`config.mk`:
```
export PLATFORM = sky130hd
export DESIGN_NAME = source_address_recency_table
export DESIGN_NICKNAME = d
export VERILOG_FILES = /design/src/rtl/core/sart_pkg.sv /design/src/rtl/core/sart_mem.sv /design/src/rtl/core/sart_ctrl.sv /design/src/rtl/core/source_address_recency_table.sv
export SDC_FILE = /design/constraint.sdc
export NUM_CORES = 1
export LEC_CHECK = 0
export BUFFER_PORTS_ARGS = -buffer_cell sky130_fd_sc_hd__buf_2
export CAP_MARGIN = 15
export CELL_PAD_IN_SITES_DETAIL_PLACEMENT = 1
export CELL_PAD_IN_SITES_GLOBAL_PLACEMENT = 1
export CORE_ASPECT_RATIO = 0.8
export CORE_UTILIZATION = 45
export DETAILED_ROUTE_END_ITERATION = 10
export MAX_ROUTING_LAYER = met4
export PLACE_DENSITY_LB_ADDON = 0.1
export SYNTH_ARGS = -nofsm -noshare
export SYNTH_HDL_FRONTEND = slang
export SYNTH_HIERARCHICAL = 1
export SYNTH_SLANG_ARGS = --single-unit
```
`constraint.sdc`:
```
create_clock -name clock -period 20.1 [get_ports clock]
set_input_delay 1.005 -clock clock [delete_from_list [all_inputs] [get_ports clock]]
set_output_delay 1.005 -clock clock [all_outputs]
set_load 0.05 [all_outputs]
```
`src/rtl/core/sart_pkg.sv`:
```
package sart_pkg;

   // IP protocol number of TCP.
   localparam logic [7:0]  PROTO_TCP = 8'd6;
   // An address of zero marks a slot that holds no entry.
   localparam logic [31:0] EMPTY_ADDR = 32'd0;
   // Width of the slot field of a result beat.
   localparam int unsigned SLOT_W = 4;

   localparam logic ACTION_PACKET = 1'b0;
   localparam logic ACTION_QUERY  = 1'b1;

   typedef struct packed {
      logic        action;
      logic [7:0]  protocol;
      logic [31:0] source_address;
      logic [31:0] destination_address;
      logic [31:0] time_now;
      logic [31:0] query_address;
   } req_type;

   typedef struct packed {
      logic              recorded;
      logic              hit;
      logic [SLOT_W-1:0] slot;
      logic [31:0]       seen_time;
   } rsp_type;

   // One table entry as it sits in the memory.
   typedef struct packed {
      logic [31:0] address;
      logic [31:0] seen_time;
   } entry_type;

endpackage

```
`src/rtl/core/sart_mem.sv`:
```
module sart_mem
   import sart_pkg::*;
#(
   parameter int unsigned ENTRIES = 16
) (
   input  logic                       clock,
   input  logic                       reset,
   input  logic                       wr_en,
   input  logic [$clog2(ENTRIES)-1:0] wr_addr,
   input  entry_type                  wr_data,
   input  logic                       rd_en,
   input  logic [$clog2(ENTRIES)-1:0] rd_addr,
   output entry_type                  rd_data
);

   logic [ENTRIES-1:0] valid_ff;
   entry_type          mem_ff [ENTRIES];
   entry_type          rd_raw_ff;
   logic               rd_valid_ff;

   // Valid bits stand in for clearing the array: an entry never written reads as zero.
   always_ff @(posedge clock) begin
      if (reset) begin
         valid_ff    <= '0;
         rd_valid_ff <= 1'b0;
      end else begin
         if (wr_en) begin
            valid_ff[wr_addr] <= 1'b1;
         end
         if (rd_en) begin
            rd_valid_ff <= valid_ff[rd_addr];
         end
      end
   end

   always_ff @(posedge clock) begin
      if (wr_en) begin
         mem_ff[wr_addr] <= wr_data;
      end
      if (rd_en) begin
         rd_raw_ff <= mem_ff[rd_addr];
      end
   end

   assign rd_data = rd_valid_ff ? rd_raw_ff : '0;

endmodule

```
`src/rtl/core/sart_ctrl.sv`:
```
module sart_ctrl
   import sart_pkg::*;
#(
   parameter int unsigned ENTRIES = 16
) (
   input  logic                       clock,
   input  logic                       reset,
   input  logic                       start,
   output logic                       busy,
   input  req_type                    req_item,
   input  logic [31:0]                local_address,
   output logic                       rsp_valid,
   output rsp_type                    rsp_item,
   output logic                       mem_wr_en,
   output logic [$clog2(ENTRIES)-1:0] mem_wr_addr,
   output entry_type                  mem_wr_data,
   output logic                       mem_rd_en,
   output logic [$clog2(ENTRIES)-1:0] mem_rd_addr,
   input  entry_type                  mem_rd_data
);

   localparam int unsigned IDX_W = $clog2(ENTRIES);
   localparam logic [IDX_W-1:0] LAST = IDX_W'(ENTRIES - 1);

   typedef enum logic [0:0] {ST_IDLE, ST_SCAN} state_type;

   state_type        state_ff;
   req_type          item_ff;
   logic [IDX_W-1:0] rd_idx_ff;
   logic             rd_done_ff;
   logic             chk_vld_ff;
   logic [IDX_W-1:0] chk_idx_ff;
   logic [IDX_W-1:0] ptr_ff;
   logic             rsp_valid_ff;
   rsp_type          rsp_item_ff;

   logic             accept;
   logic             pass;
   logic             item_query;
   logic             is_empty;
   logic             is_match;
   logic             chk_last;
   logic [IDX_W-1:0] ptr_next;
   logic             done;
   logic             ptr_upd;
   logic [IDX_W-1:0] wr_idx;
   rsp_type          dec_item;

   assign accept = start && (state_ff == ST_IDLE);

   // Queries for the empty address and filtered packets are answered without a scan.
   assign pass = (req_item.action == ACTION_QUERY)
                 ? (req_item.query_address != EMPTY_ADDR)
                 : ((req_item.protocol == PROTO_TCP)
                    && (req_item.destination_address == local_address));

   assign item_query = (item_ff.action == ACTION_QUERY);
   assign is_empty   = (mem_rd_data.address == EMPTY_ADDR);
   assign is_match   = item_query ? (mem_rd_data.address == item_ff.query_address)
                                  : (mem_rd_data.address == item_ff.source_address);
   assign chk_last   = (chk_idx_ff == LAST);
   assign ptr_next   = (ptr_ff == LAST) ? '0 : ptr_ff + 1'b1;

   always_comb begin
      done     = 1'b0;
      ptr_upd  = 1'b0;
      wr_idx   = chk_idx_ff;
      dec_item = '0;
      mem_wr_en = 1'b0;
      if ((state_ff == ST_SCAN) && chk_vld_ff) begin
         if (item_query) begin
            priority if (is_match) begin
               done               = 1'b1;
               dec_item.hit       = 1'b1;
               dec_item.slot      = SLOT_W'(chk_idx_ff);
               dec_item.seen_time = mem_rd_data.seen_time;
            end else if (chk_last) begin
               done = 1'b1;
            end else begin
               done = 1'b0;
            end
         end else begin
            // An empty slot is taken before a later match could be seen.
            priority if (is_empty) begin
               done      = 1'b1;
               ptr_upd   = 1'b1;
               mem_wr_en = 1'b1;
            end else if (is_match) begin
               done         = 1'b1;
               mem_wr_en    = 1'b1;
               dec_item.hit = 1'b1;
            end else if (chk_last) begin
               done      = 1'b1;
               ptr_upd   = 1'b1;
               mem_wr_en = 1'b1;
               wr_idx    = ptr_next;
            end else begin
               done = 1'b0;
            end
            dec_item.recorded = done;
            dec_item.slot     = SLOT_W'(wr_idx);
         end
      end
   end

   assign mem_wr_addr = wr_idx;
   assign mem_wr_data = '{address: item_ff.source_address, seen_time: item_ff.time_now};
   assign mem_rd_en   = (state_ff == ST_SCAN) && !rd_done_ff;
   assign mem_rd_addr = rd_idx_ff;

   always_ff @(posedge clock) begin
      if (reset) begin
         state_ff     <= ST_IDLE;
         rd_done_ff   <= 1'b0;
         chk_vld_ff   <= 1'b0;
         ptr_ff       <= '0;
         rsp_valid_ff <= 1'b0;
      end else begin
         rsp_valid_ff <= 1'b0;
         chk_vld_ff   <= mem_rd_en;
         if (mem_rd_en) begin
            chk_idx_ff <= rd_idx_ff;
            if (rd_idx_ff == LAST) begin
               rd_done_ff <= 1'b1;
            end else begin
               rd_idx_ff <= rd_idx_ff + 1'b1;
            end
         end
         unique case (state_ff)
            ST_IDLE: begin
               if (accept) begin
                  item_ff <= req_item;
                  if (pass) begin
                     state_ff   <= ST_SCAN;
                     rd_idx_ff  <= '0;
                     rd_done_ff <= 1'b0;
                  end else begin
                     rsp_valid_ff <= 1'b1;
                     rsp_item_ff  <= '0;
                  end
               end
            end
            ST_SCAN: begin
               if (done) begin
                  state_ff     <= ST_IDLE;
                  rsp_valid_ff <= 1'b1;
                  rsp_item_ff  <= dec_item;
                  if (ptr_upd) begin
                     ptr_ff <= wr_idx;
                  end
               end
            end
            default: begin
               state_ff <= ST_IDLE;
            end
         endcase
      end
   end

   assign busy      = (state_ff != ST_IDLE);
   assign rsp_valid = rsp_valid_ff;
   assign rsp_item  = rsp_item_ff;

endmodule

```
`src/rtl/core/source_address_recency_table.sv`:
```
// Source address recency table. The block holds ENTRIES slots, each with an IPv4 source
// address and the time it was last seen, and takes one command beat at a time: a beat is
// accepted at a clock edge with start high and busy low. A packet beat is recorded only when
// its protocol is TCP and its destination equals the local_address register, written through
// csr_we and csr_wdata. The user must write it only while the block is idle; the block
// does not enforce this. Recording walks the slots from zero and stops at the first empty
// slot, which takes the address, or at the first slot holding the same address, whose time
// is refreshed; with no such slot the round-robin pointer advances and its slot is
// overwritten. A query beat returns whether an address is present, its slot and its time.
// Each item produces exactly one result beat, shown on rsp_item for one cycle with
// rsp_valid high; the receiver cannot stall it, so it must take every beat it sees.
// The table sits in a single-port-read memory with a registered read, and the walk reads
// one slot per cycle with the compare in the cycle after the read. A scanning item keeps
// busy high until its walk stops. The result beat is shown in the first cycle with busy
// low, when the next beat may already be accepted. A filtered packet or a query for
// address zero never raises busy and is answered the next cycle.
// The table is empty after reset with no clearing pass; valid bits per slot cover that.
module source_address_recency_table
   import sart_pkg::*;
#(
   parameter int unsigned ENTRIES = 16
) (
   input  logic        clock,
   input  logic        reset,
   input  logic        start,
   output logic        busy,
   input  req_type     req_item,
   output logic        rsp_valid,
   output rsp_type     rsp_item,
   input  logic        csr_we,
   input  logic [31:0] csr_wdata
);

   localparam int unsigned IDX_W = $clog2(ENTRIES);

   // Address of this station; only packets sent to it are recorded.
   logic [31:0] local_address_ff;

   logic             mem_wr_en;
   logic [IDX_W-1:0] mem_wr_addr;
   entry_type        mem_wr_data;
   logic             mem_rd_en;
   logic [IDX_W-1:0] mem_rd_addr;
   entry_type        mem_rd_data;

   always_ff @(posedge clock) begin
      if (reset) begin
         local_address_ff <= '0;
      end else if (csr_we) begin
         local_address_ff <= csr_wdata;
      end
   end

   // The controller walks the table and makes the single write of each recorded packet.
   sart_ctrl #(
      .ENTRIES (ENTRIES)
   ) u_ctrl (
      .clock         (clock),
      .reset         (reset),
      .start         (start),
      .busy          (busy),
      .req_item      (req_item),
      .local_address (local_address_ff),
      .rsp_valid     (rsp_valid),
      .rsp_item      (rsp_item),
      .mem_wr_en     (mem_wr_en),
      .mem_wr_addr   (mem_wr_addr),
      .mem_wr_data   (mem_wr_data),
      .mem_rd_en     (mem_rd_en),
      .mem_rd_addr   (mem_rd_addr),
      .mem_rd_data   (mem_rd_data)
   );

   // Address and time of a slot share one memory word.
   sart_mem #(
      .ENTRIES (ENTRIES)
   ) u_mem (
      .clock   (clock),
      .reset   (reset),
      .wr_en   (mem_wr_en),
      .wr_addr (mem_wr_addr),
      .wr_data (mem_wr_data),
      .rd_en   (mem_rd_en),
      .rd_addr (mem_rd_addr),
      .rd_data (mem_rd_data)
   );

endmodule

```
## After elaboration in Yosys (flattened, before gate mapping)

Memories as Yosys holds them, arrays and structs flattened. A register that Yosys moved wholly into a read port is not among the register bits.
Cells that the tools add are included.

- Output and inout bits: 40
- Logic and storage cells: 103
- RAM bits: 1024
- Bits of input ports: 173
- Memories: 1
- Register bits after elaboration: 200

Memories:

| memory | words | bits a word | rd ports | clocked after Yosys merged registers in | write ports | RTL line | source |
|---|---|---|---|---|---|---|---|
| u_mem.mem_ff | 16 | 64 | 1 | 1 | 1 | sart_mem.sv:17 | `entry_type mem_ff [ENTRIES];` |

- Bitwise logic cells: 3
- Add/sub/neg operators: 2
- Mux-type cells: 54
- Equality and inequality tests: 10
- Reductions and logical operators: 12
- Order comparisons: 3

Operator list:

| operator | number |
|---|---|
| $mux 38 | 4 |
| $eq 32x32->1 | 3 |
| $pmux 38 s2 | 1 |
| $mux 64 | 1 |
| $mux 4 | 11 |
| $mux 37 | 1 |
| $logic_not 32->1 | 1 |
| $mux 32 | 1 |
| $reduce_bool 32->1 | 1 |
| $mux 1 | 30 |
| $or 16x16->16 | 1 |
| $eq 4x4->1 const B | 3 |
| $lt 4x5->1 const B | 2 |
| $add 4x1->4 const B | 2 |
| $eq 8x3->1 const B | 1 |
| $reduce_and 3->1 | 2 |
| $logic_and 1x1->1 | 5 |
| $mux 5 | 1 |
| $bmux 1 s4 | 1 |
| $demux 1 s4 | 1 |
| $ge 4x1->1 const B | 1 |
| $ne 2x2->1 const B | 2 |
| $pmux 1 s2 | 2 |
| $reduce_and 4->1 | 1 |
| other kinds (4) | 5 |

## Longest topological paths before layout

Gate-level depths: netlist (run 1).

- Word-level depth: 12
- Mapped depth: 13
- Depth with buffers taken out: 11

## Modules after synthesis

Netlist (run 1), hierarchy kept.

By module, submodules not included:

| module | cells an instance | times used | area each (µm²) | seq. area each (µm²) |
|---|---|---|---|---|
| sart_mem | 1643 | 1 | 41443.5 | 33011.7 |
| sart_ctrl | 520 | 1 | 7078.0 | 4454.3 |
| source_address_recency_table | 103 | 1 | 1163.6 | 640.6 |

## Least setup slack after synthesis (run 1)

No wires, ideal clock.

- Path type: input port to flip-flop
- Start point: input start
- End point: register u_ctrl/item_ff[0] (netlist bit) (enable)
- Arrival time: 7615 ps
- Stages on the path: 2
- Path buffers: 0
- Data required time: 19429 ps
- Setup time: 671 ps
- Setup slack: 11814 ps
- Cells stage by stage: inv_1 -> nor3_1

- Word-level cells in the longest chain between the ends: 2

Ends and longest elaborated chain:

| element | RTL line | source |
|---|---|---|
| from (decl) | source_address_recency_table.sv:25 | `input logic start,` |
| $logic_and 1x1->1 | sart_ctrl.sv:49 | `assign accept = start && (state_ff == ST_IDLE);` |
| $reduce_and 3->1 (no source line) | n/a |  |
| to (signal assigned) | sart_ctrl.sv:132 | `item_ff <= req_item;` |
| to (decl) | sart_ctrl.sv:28 | `req_type item_ff;` |

No other way between the ends.
A chain may end at the register's enable or synchronous reset.

==> results of run 1 <==
## cells in the mapped netlist, types with 3 or more instances
cell      count
edfxtp_1   1231
nor4_1       17
buf_12        3
nor3_1        9
a21oi_1      11
dfxtp_1      57
and2_1       66
nor2_2       11
nor4b_1       3
mux2i_1      69
nor4_2        8
clkbuf_1     52
nand3_1       7
xnor2_1      60
xor2_1        6
buf_2        10
nor2_1      106
o31a_1        3
and4_1        3
o31ai_1       5
mux4_2      322
buf_6        11
nand3b_1      4
o21ai_0       5
inv_1        38
a21boi_1      4
nand4_1      13
and3_1        3
nand2_1      10
buf_4        86
## metal layers
layer  vias to the layer above  part of all wire [%]  global-route usage (%)
li1                       9719                     -                       -
met2                       730                    47                   34.45
met3                       194                   5.7                   3.919
met1                     12746                    45                   32.23
met5                         -                     0                       -
met4                         0                   2.6                   7.447
## metrics by stage
step                cells  utilization [%]  total power [uW]
floorplan            2266                -              3329
global route         4027            51.35              5838
detailed placement   3795            47.71              3441
global placement     3795            47.71              3434
CTS                  4024            51.33              5729
finish               4031            51.36              5658
## final timing paths
check	cells past startpoint	end	startpoint	slack, ns
min reg2reg	2	u_mem/valid_ff[10]$_SDFFE_PP0P_	u_mem/valid_ff[10]$_SDFFE_PP0P_	0.47
max reg2reg	11	u_mem/mem_ff[7][31]$_DFFE_PP_	u_mem/rd_valid_ff$_SDFFE_PP0P_	14.61
min	1	u_ctrl/mem_wr_data[21]$_DFFE_PP_	req_item[53]	0.44
max	11	u_mem/mem_ff[7][31]$_DFFE_PP_	u_mem/rd_valid_ff$_SDFFE_PP0P_	14.61
## layout make-up
type / instances / share of cell area, %
clock inverters: 63 / 0.7337
repair buffers: 262 / 2.613
flip-flops and latches: 1288 / 68.13
inverters: 39 / 0.2617
diodes: 6 / 0.02684
well taps: 1430 / 3.199
clock buffers: 166 / 6.303
multi-input cells: 777 / 18.74
## power by group through the flow
stage | Sequential (uW) | Combinational, uW | Clock (uW)
finish | 3010 | 369 | 2280
global route | 3010 | 396 | 2430
CTS | 3010 | 376 | 2340
detailed placement | 3070 | 374 | 0
global placement | 3060 | 370 | 0
floorplan | 3050 | 281 | 0
## cells by family after synthesis
logic type / count (synthesis)
AOI/OAI and AO/OA: 46
DFF: 1288
adders and majority gates: 2
muxes: 391
xor gates and xnor gates: 66
buffers and inverters: 201
and+or+nand+nor: 272
## registers in the layout, summed over array words and instances (netlist names), 4 cells and up
| register | cells |
|---|---|
| u_mem/mem_ff | 1024 |
| u_ctrl/mem_wr_data | 64 |
| u_mem/rd_raw_ff | 64 |
| u_ctrl/rsp_item | 38 |
| local_address_ff | 32 |
| u_ctrl/item_ff | 32 |
| u_mem/valid_ff | 16 |
| u_ctrl/chk_idx_ff | 4 |
| u_ctrl/mem_rd_addr | 4 |
| u_ctrl/ptr_ff | 4 |
## critical path, stage by stage (launching register included)
cell and delay (ns):
dfxtp_2 0.33, buf_4 0.59, and2_1 0.29, xnor2_1 0.14, nor4_2 0.35, nand4_1 0.27, o21ai_2 0.39, or2_2 0.21
o31a_1 0.34, nand2_1 0.33, nor2_4 0.90, buf_4 0.82
## cell usage in the layout (no fill, tap or decap), types with 38 or more instances in the layout
master / n
clkbuf_16: 136
mux4_2: 322
nor2_1: 94
xnor2_1: 60
edfxtp_1: 1231
and2_1: 66
buf_2: 212
dfxtp_1: 56
mux2i_1: 69
buf_4: 48
inv_1: 38
==> impl_metrics.csv, run 1 <==
group,metric,value,unit
clock_tree,cts_resized,0,
worst_setup_path,crit_arrival,5.84,ns
cells_and_area,design_area,0.05594,sq mm
logic_synthesis,synth_compound_area_share,0.6472,%
cells_and_area,drive_gt1_share,30.79,%
cells_and_area,regArea,0.03811,sq mm
sta,setup_ws,14.61,ns
pwr,p_leak,0.01774,uW
worst_setup_path,cp-start-kind,"register",
logic_synthesis,yosysTopAreaCell,"edfxtp_1",
logic_synthesis,syn_inst,2266,
logic_synthesis,ys_seq_area_share,76.70,%
pwr,combPwrFrac,6.5,%
run_status,status,"completed",
grt,grt_antenna_before_repair,5,
logic_synthesis,synth_xor_area_share,1.163,%
logic_synthesis,ys_types,54,
sta,finalMaxSlewViolations,0,
worst_setup_path,crit_fanout,64,
clock_tree,clock_path_buffers,3,
routing,drt_wl_total,122000,um
clock_tree,cts_hold_buf,0,
clock_tree,clock_latency,0.75,ns
pwr,p_sw_share,21.63,%
logic_synthesis,yosys.area_share.adder,0.05037,%
logic_synthesis,muxShareOfSynthArea,15.99,%
routing,drc,0,
logic_synthesis,async_flop_share,0,%
clock_tree,postCtsSetupRepairBufs,0,
floorplan,core,0.1089,sq mm
worst_setup_path,worstPathRequired,20.45,ns
sta,fin_crit_sh,27.32,%
sta,fmaxAchievable,182.1,MHz
placement,gp_congestion,0.8240,
clock_tree,numCtsBuffers,131,
placement,post-dp-hpwl,68050,um
routing,ant_nets,0,
clock_tree,clock-sinks,1288,
pwr,seqPwrFrac,53.2,%
sta,fin_setup_tns,0,ns
logic_synthesis,yosys-top-cells-area,"edfxtp_1 74%, mux4_2 15%, dfxtp_1 2.3%, mux2i_1 1.4%, buf_4 1.3%",
pwr,p_int,4434,uW
routing,dr_total_vias,23389,
sta,finalHoldViolCount,0,
pwr,clockPowerShare,40.3,%
sta,min_period,5.491,ns
grt,overflow,0,
sta,relSlewSlack,17.46,%
grt,grt.total_usage,22.95,%
placement,placed_area,0.05197,sq mm
grt,grt_pass1_wl,177100,um
logic_synthesis,synth-edff-count,1231,
sta,hold_slack,0.4389,ns
sta,skew,0.03230,ns
pwr,p_sw,1224,uW
routing,drt-vias-per-instance,5.802,
floorplan,die_h,299.2,um
clock_tree,h-tree-depth,4,
floorplan,io_pins,213,
flow_run,drv_cap,0,
logic_synthesis,synth-seq-cells,1288,
placement,post-place-ws,14.63,ns
logic_synthesis,yosysTopAreaCellShare,74.40,%
sta,setup_violations,0,
hold_path,min_path_type,"in2reg",
logic_synthesis,synth_top_flop_cell,"edfxtp_1",
logic_synthesis,postSynthAreaPerCell,21.93,sq um
floorplan,start_util,45.62,%
routing,wire_per_inst,30.27,um
cells_and_area,n_fill_cell,9619,
grt,grt_max_degree,97,
placement,portBuffers,212,
clock_tree,clk_pin_slew_worst_paths,0.06,ns
floorplan,die_area,0.1118,sq mm
sta,rsz0062_at_grt,"false",
worst_setup_path,worst_setup_path_end_kind,"register",
pwr,peakVddDrop,77.26,uV
clock_tree,cts_tree,"yes",
cells_and_area,syn2layout_area_growth,12.58,%
logic_synthesis,synth_top_family_by_area,"multiplexers",
sta,worst_pin_slew,1.207,ns
worst_setup_path,critical_path_class,"reg2reg",
logic_synthesis,synth_nets,2441,
routing,drtIter0Drc,2023,
grt,grt_pass1_vias,24747,
floorplan,fp.dieW,373.5,um
cells_and_area,multi_input_area,0.01048,sq mm
logic_synthesis,yosysWarnings,6,
logic_synthesis,syn_area,0.04969,sq mm
cells_and_area,fin_nets,2674,
pwr,powerDensity,101.1,mW/mm^2
floorplan,fp-row-count,108,
routing,dr.pass1.iters,5,
logic_synthesis,yosys.area_share.simple,2.999,%
clock_tree,cts-root-buf,"clkbuf_16",
Note: power is estimated with default switching activity, not from simulation.
==> run 2, diff against run 1 <==
clock period = 5 ns   (was 20.1 ns; I/O delays follow)
==> run 2 against run 1 <==
  * Sequential share of layout area fell by 2.6 points
  * Sequential cell count did not move
  * Hold slack got worse by 0.28 ns
  * Register-to-register slack got worse by 14 ns
  * Final cell count rose by 3.9%
  * Core utilization rose by 2.0 points
  * Global-route usage rose by 0.36 points
  * Sequential power rose to 4.0 times the previous value
==> impl_metrics.csv, run 2 (synthesis results as in run 1) <==
group,metric,value,unit
run_status,status,"completed",
cells_and_area,diodes,0,
placement,post-place-ws,0.4557,ns
routing,ant_nets,0,
clock_tree,clock_path_buffers,3,
sta,setup_violations,0,
cells_and_area,utilization,53.38,%
routing,drt-vias-per-instance,5.776,
clock_tree,clock_latency,0.75,ns
cells_and_area,fin_nets,2831,
clock_tree,clk_pin_slew_worst_paths,0.06,ns
routing,drc,0,
worst_setup_path,timing.rr.start,"u_mem/rd_valid_ff$_SDFFE_PP0P_",
grt,grt_max_degree,125,
floorplan,core,0.1089,sq mm
grt,grt.total_usage,23.31,%
clock_tree,numCtsBuffers,131,
cells_and_area,multi_input_area,0.01052,sq mm
worst_setup_path,worst_setup_path_end_kind,"register",
sta,setup_ws,0.3324,ns
flow_run,drv_cap,0,
placement,post-dp-hpwl,71450,um
floorplan,die_area,0.1118,sq mm
cells_and_area,largest_reg_flops,1024,
pwr,peakVddDrop,250.1,uV
grt,grt_pass1_wl,180500,um
worst_setup_path,cp-start-kind,"register",
placement,portBuffers,212,
clock_tree,h-tree-depth,4,
routing,dr.pass1.iters,5,
grt,grt_pass1_vias,25413,
cells_and_area,regArea,0.03811,sq mm
sta,fmaxAchievable,214.2,MHz
worst_setup_path,reg2regPathDepth,11,
sta,skew,0.03160,ns
clock_tree,cts_resized,0,
hold_path,hold_path_startpoint,"reset",
routing,dr_total_vias,24194,
hold_path,min_path_type,"in2reg",
floorplan,die_h,299.2,um
routing,wire_per_inst,29.75,um
cells_and_area,final_common_cell,"edfxtp_1",
grt,grt_antenna_before_repair,7,
worst_setup_path,critical_path_class,"reg2reg",
sta,finalHoldViolCount,0,
hold_path,hold_path_end,"u_mem/valid_ff[4]$_SDFFE_PP0P_",
worst_setup_path,crit_fanout,27,
worst_setup_path,worstPathRequired,5.44,ns
routing,drtIter0Drc,2216,
sta,relSlewSlack,26.10,%
clock_tree,clock-sinks,1288,
sta,finalMaxSlewViolations,0,
clock_tree,cts-root-buf,"clkbuf_16",
hold_path,min_path_cells,3,
routing,drt_wl_total,124600,um
sta,fin_crit_sh,93.35,%
cells_and_area,drive_gt1_share,30.41,%
cells_and_area,syn2layout_area_growth,17.01,%
floorplan,fp.dieW,373.5,um
floorplan,start_util,45.62,%
sta,min_period,4.668,ns
cells_and_area,n_fill_cell,9470,
pwr,powerDensity,402.0,mW/mm^2
pwr,p_leak,0.01864,uW
clock_tree,cts_tree,"yes",
cells_and_area,largest-register,"u_mem/mem_ff",
worst_setup_path,crit_path_start,"u_mem/rd_valid_ff$_SDFFE_PP0P_",
cells_and_area,final_cell_mix,"1,231 x edfxtp_1, 322 x mux4_2, 212 x buf_2",
worst_setup_path,crit_arrival,5.10,ns
floorplan,fp-row-count,108,
floorplan,io_pins,213,
sta,worst_pin_slew,1.105,ns
worst_setup_path,r2r_slack,0.33,ns
sta,fin_setup_tns,0,ns
grt,overflow,0,
clock_tree,postCtsSetupRepairBufs,0,
placement,gp_congestion,0.8555,
sta,rsz0062_at_grt,"false",
worst_setup_path,r2r-end,"u_mem/mem_ff[13][30]$_DFFE_PP_",
run 2: worst max path at each step:
| stage | end | slack, ns | cells past startpoint |
|---|---|---|---|
| after floorplan | u_mem/mem_ff[1][0]$_DFFE_PP_ | -0.77 | 11 |
| after CTS | u_mem/mem_ff[13][41]$_DFFE_PP_ | 0.44 | 11 |
| after global routing | u_mem/mem_ff[13][24]$_DFFE_PP_ | 0.19 | 11 |
| final | u_mem/mem_ff[13][30]$_DFFE_PP_ | 0.33 | 11 |
| after global placement | u_mem/mem_ff[3][13]$_DFFE_PP_ | 0.59 | 11 |
| after detailed placement | u_mem/mem_ff[13][30]$_DFFE_PP_ | 0.46 | 11 |
run 2: cell type report:
| class | count | area share, % |
|---|---|---|
| inverters | 39 | 0.2518 |
| repair buffers | 419 | 5.783 |
| multi-input cells | 777 | 18.09 |
| clock inverters | 68 | 1.134 |
| well taps | 1430 | 3.078 |
| clock buffers | 168 | 6.114 |
| flip-flops and latches | 1288 | 65.55 |
run 2: per-layer routing:
metal / vias to the layer above / global-route usage (%) / share of wire, % / wire length (um)
li1: 10026 / - / - / -
met1: 13207 / 33.49 / 46 / 56710
met2: 802 / 34.87 / 47 / 58130
met3: 159 / 4.011 / 5.9 / 7373
met4: 0 / 5.918 / 1.9 / 2416
met5: - / - / 0 / 0
run 2: repair_timing:
action / CTS / global route
endpoints found under the setup margin: 0 / 0
hold buffers: 130 / 0
hold endpoints to repair: 130 / 0
run 2: through the flow:
step | cell area, sq um | std cells | total power (uW) | hold slack [ns]
finish | 58140 | 4189 | 23370 | 0.1584
floorplan | 49750 | 2266 | 13380 | 0.3191
detailed placement | 52620 | 3823 | 13870 | 0.4287
global route | 58140 | 4189 | 24070 | 0.1786
global placement | 52620 | 3822 | 13840 | 0.4270
CTS | 58140 | 4189 | 23620 | 0.1280
run 2: worst max-delay path, cell delays in order, from the launching register on:
cell and delay [ns]:
dfxtp_2 0.63, buf_4 0.37, and2_1 0.21, xnor2_1 0.09, nor4_2 0.35, nand4_1 0.27
o21ai_2 0.40, or2_2 0.21, o31a_1 0.48, nand2b_1 0.37, nor2_4 0.67, buf_12 0.26
run 2: where the power goes:
group	internal, uW	total, uW	switching (uW)
Combinational	794	1610	817
Sequential	11900	12100	162
Clock	5570	9660	4090
Total	18300	23400	5070
==> run 3, diff against run 2 <==
BUFFER_PORTS_ARGS = -buffer_cell sky130_fd_sc_hd__buf_4   (was -buffer_cell sky130_fd_sc_hd__buf_2)
CORE_ASPECT_RATIO = 0.6   (was 0.8)
==> run 3 against run 2 <==
  * Routed wire length grew 0.40%
  * Count of clock-buffer cells in the layout shrank 24
  * Critical path depth shrank 1
  * Final cell count shrank 0.14%
  * Sequential cell count is the same
  * Clock power shrank 12%
  * First-iteration DRC count grew 6.3%
  * Register-to-register slack lost 0.11 ns
==> impl_metrics.csv, run 3 (synthesis results as in run 1) <==
group,metric,value,unit
run_status,status,"completed",
placement,placed_area,0.05300,sq mm
sta,fin_setup_tns,0,ns
routing,wl_met3,6453,um
worst_setup_path,worstPathRequired,5.38,ns
floorplan,fp.dieW,431.0,um
sta,finalHoldViolCount,0,
grt,grt_antenna_before_repair,2,
worst_setup_path,crit_chain,"mux2i_1 -> xnor2_1 -> nor4_2 -> nand4_2 -> o21ai_2 -> or2_2 -> o31a_1 -> nand2b_1 -> nor2_4 -> buf_12",
sta,fmaxAchievable,209.2,MHz
routing,dr.pass1.iters,5,
routing,ant_nets,0,
routing,drt-vias-per-instance,5.720,
grt,overflow,0,
clock_tree,numCtsBuffers,113,
clock_tree,clock-sinks,1288,
worst_setup_path,critical_path_class,"reg2reg",
floorplan,die_h,259.4,um
clock_tree,cts-root-buf,"clkbuf_16",
grt,grt.total_usage,23.17,%
placement,portBuffers,212,
clock_tree,h-tree-depth,3,
cells_and_area,drive_gt1_share,29.23,%
floorplan,die_area,0.1118,sq mm
cells_and_area,final_cell_mix,"1,231 x edfxtp_1, 322 x mux4_2, 244 x buf_4",
clock_tree,clock_latency,0.73,ns
sta,rsz0062_at_grt,"false",
grt,grt_pass1_wl,178400,um
pwr,peakVddDrop,298.8,uV
routing,drt_wl_total,125100,um
routing,dr_total_vias,23928,
sta,skew,0.02609,ns
routing,met2_length,57350,um
cells_and_area,largest-register,"u_mem/mem_ff",
clock_tree,postCtsSetupRepairBufs,0,
clock_tree,clock_path_buffers,3,
worst_setup_path,crit_path_max_incr_delay,0.78,ns
sta,fin_crit_sh,95.60,%
worst_setup_path,worst_setup_path_end_kind,"register",
grt,grt_pass1_vias,24718,
flow_run,drv_cap,0,
worst_setup_path,cp-start-kind,"register",
routing,wire_per_inst,29.91,um
placement,post-dp-hpwl,69120,um
floorplan,core,0.1083,sq mm
pwr,p_leak,0.01839,uW
pwr,powerDensity,384.5,mW/mm^2
cells_and_area,design_area,0.05780,sq mm
sta,setup_violations,0,
clock_tree,cts_tree,"yes",
sta,min_period,4.780,ns
worst_setup_path,crit_arrival,5.16,ns
sta,finalMaxSlewViolations,0,
hold_path,min_path_type,"in2reg",
floorplan,io_pins,213,
floorplan,start_util,45.86,%
routing,m1WireLength,58750,um
floorplan,fp-row-count,93,
sta,worst_pin_slew,1.094,ns
placement,gp_congestion,0.8460,
clock_tree,clk_pin_slew_worst_paths,0.07,ns
sta,relSlewSlack,27.08,%
cells_and_area,fin_nets,2796,
cells_and_area,final_common_cell,"edfxtp_1",
routing,top_layer_used,"met4",
worst_setup_path,crit_slowest_cell,"edfxtp_1",
grt,grt_max_degree,121,
worst_setup_path,crit_fanout,33,
routing,drtIter0Drc,2355,
cells_and_area,largest_reg_flops,1024,
cells_and_area,syn2layout_area_growth,16.33,%
routing,drc,0,
==> run 3: changes by cell type in the layout (fill, tap and decap cells not counted), sizes merged <==
cell	previous run	this run
buf	289	272
bufinv	10	7
clkbuf	168	144
clkinv	49	48
clkinvlp	5	3
diode	0	1
inv	43	41
==> run 3: layout make-up <==
cell class                 instances  area (sq um)
sequential                      1288         38110
fill                            9405         50530
tap                             1472          1842
clock inverter                    60         509.2
inverter                          39         146.4
clock buffer                     144          2985
antenna                            1         2.502
timing repair buffer             402          3694
multi-input combinational        777         10510
==> run 3: critical path: cells and delay by family (launching register included) <==
kind                   cells  cell delay [ns]
multiplexers               1             0.20
AND/OR/NAND/NOR            5             1.89
buffers and inverters      1             0.33
XOR/XNOR                   1             0.27
AO/OA/AOI/OAI              2             0.91
flip-flops                 1             0.78
==> run 3: final timing paths <==
path / slack (ns) / start / cells past startpoint / endpoint
worst max-delay path: 0.22 / u_ctrl/mem_wr_data[59]$_DFFE_PP_ / 10 / u_mem/mem_ff[9][0]$_DFFE_PP_
worst min register to register: 0.47 / u_mem/valid_ff[10]$_SDFFE_PP0P_ / 2 / u_mem/valid_ff[10]$_SDFFE_PP0P_
worst max register to register: 0.22 / u_ctrl/mem_wr_data[59]$_DFFE_PP_ / 10 / u_mem/mem_ff[9][0]$_DFFE_PP_
worst min-delay path: 0.05 / reset / 2 / local_address_ff[10]$_SDFFE_PP0P_
==> run 3: metal layers <==
layer,global-route usage [%],up-vias
li1,-,9946
met1,34.48,13124
met2,33.83,704
met3,3.495,154
met4,5.526,0
met5,-,-
==> run 3: timing repair <==
item,in CTS,in global routing
hold buffers,130,0
resized for setup,0,0
endpoints found under the hold margin,130,0
==> run 3: per-stage QoR <==
stage               hold slack, ns  std cells  power (uW)  setup slack (ns)  utilization [%]
global placement            0.4310       3848       13900            0.6413            48.92
global route               0.06029       4182       22880            0.1227            53.35
CTS                       0.003177       4182       22440            0.3653            53.35
floorplan                   0.3191       2266       13380           -0.7678                -
finish                     0.05389       4183       22220            0.2200            53.35
detailed placement          0.4300       3848       13930            0.4033            48.92
==> run 3: power by group <==
part	internal [uW]	switching, uW
clock network	4580	3880
registers	11900	161
logic	839	833
total	17300	4880
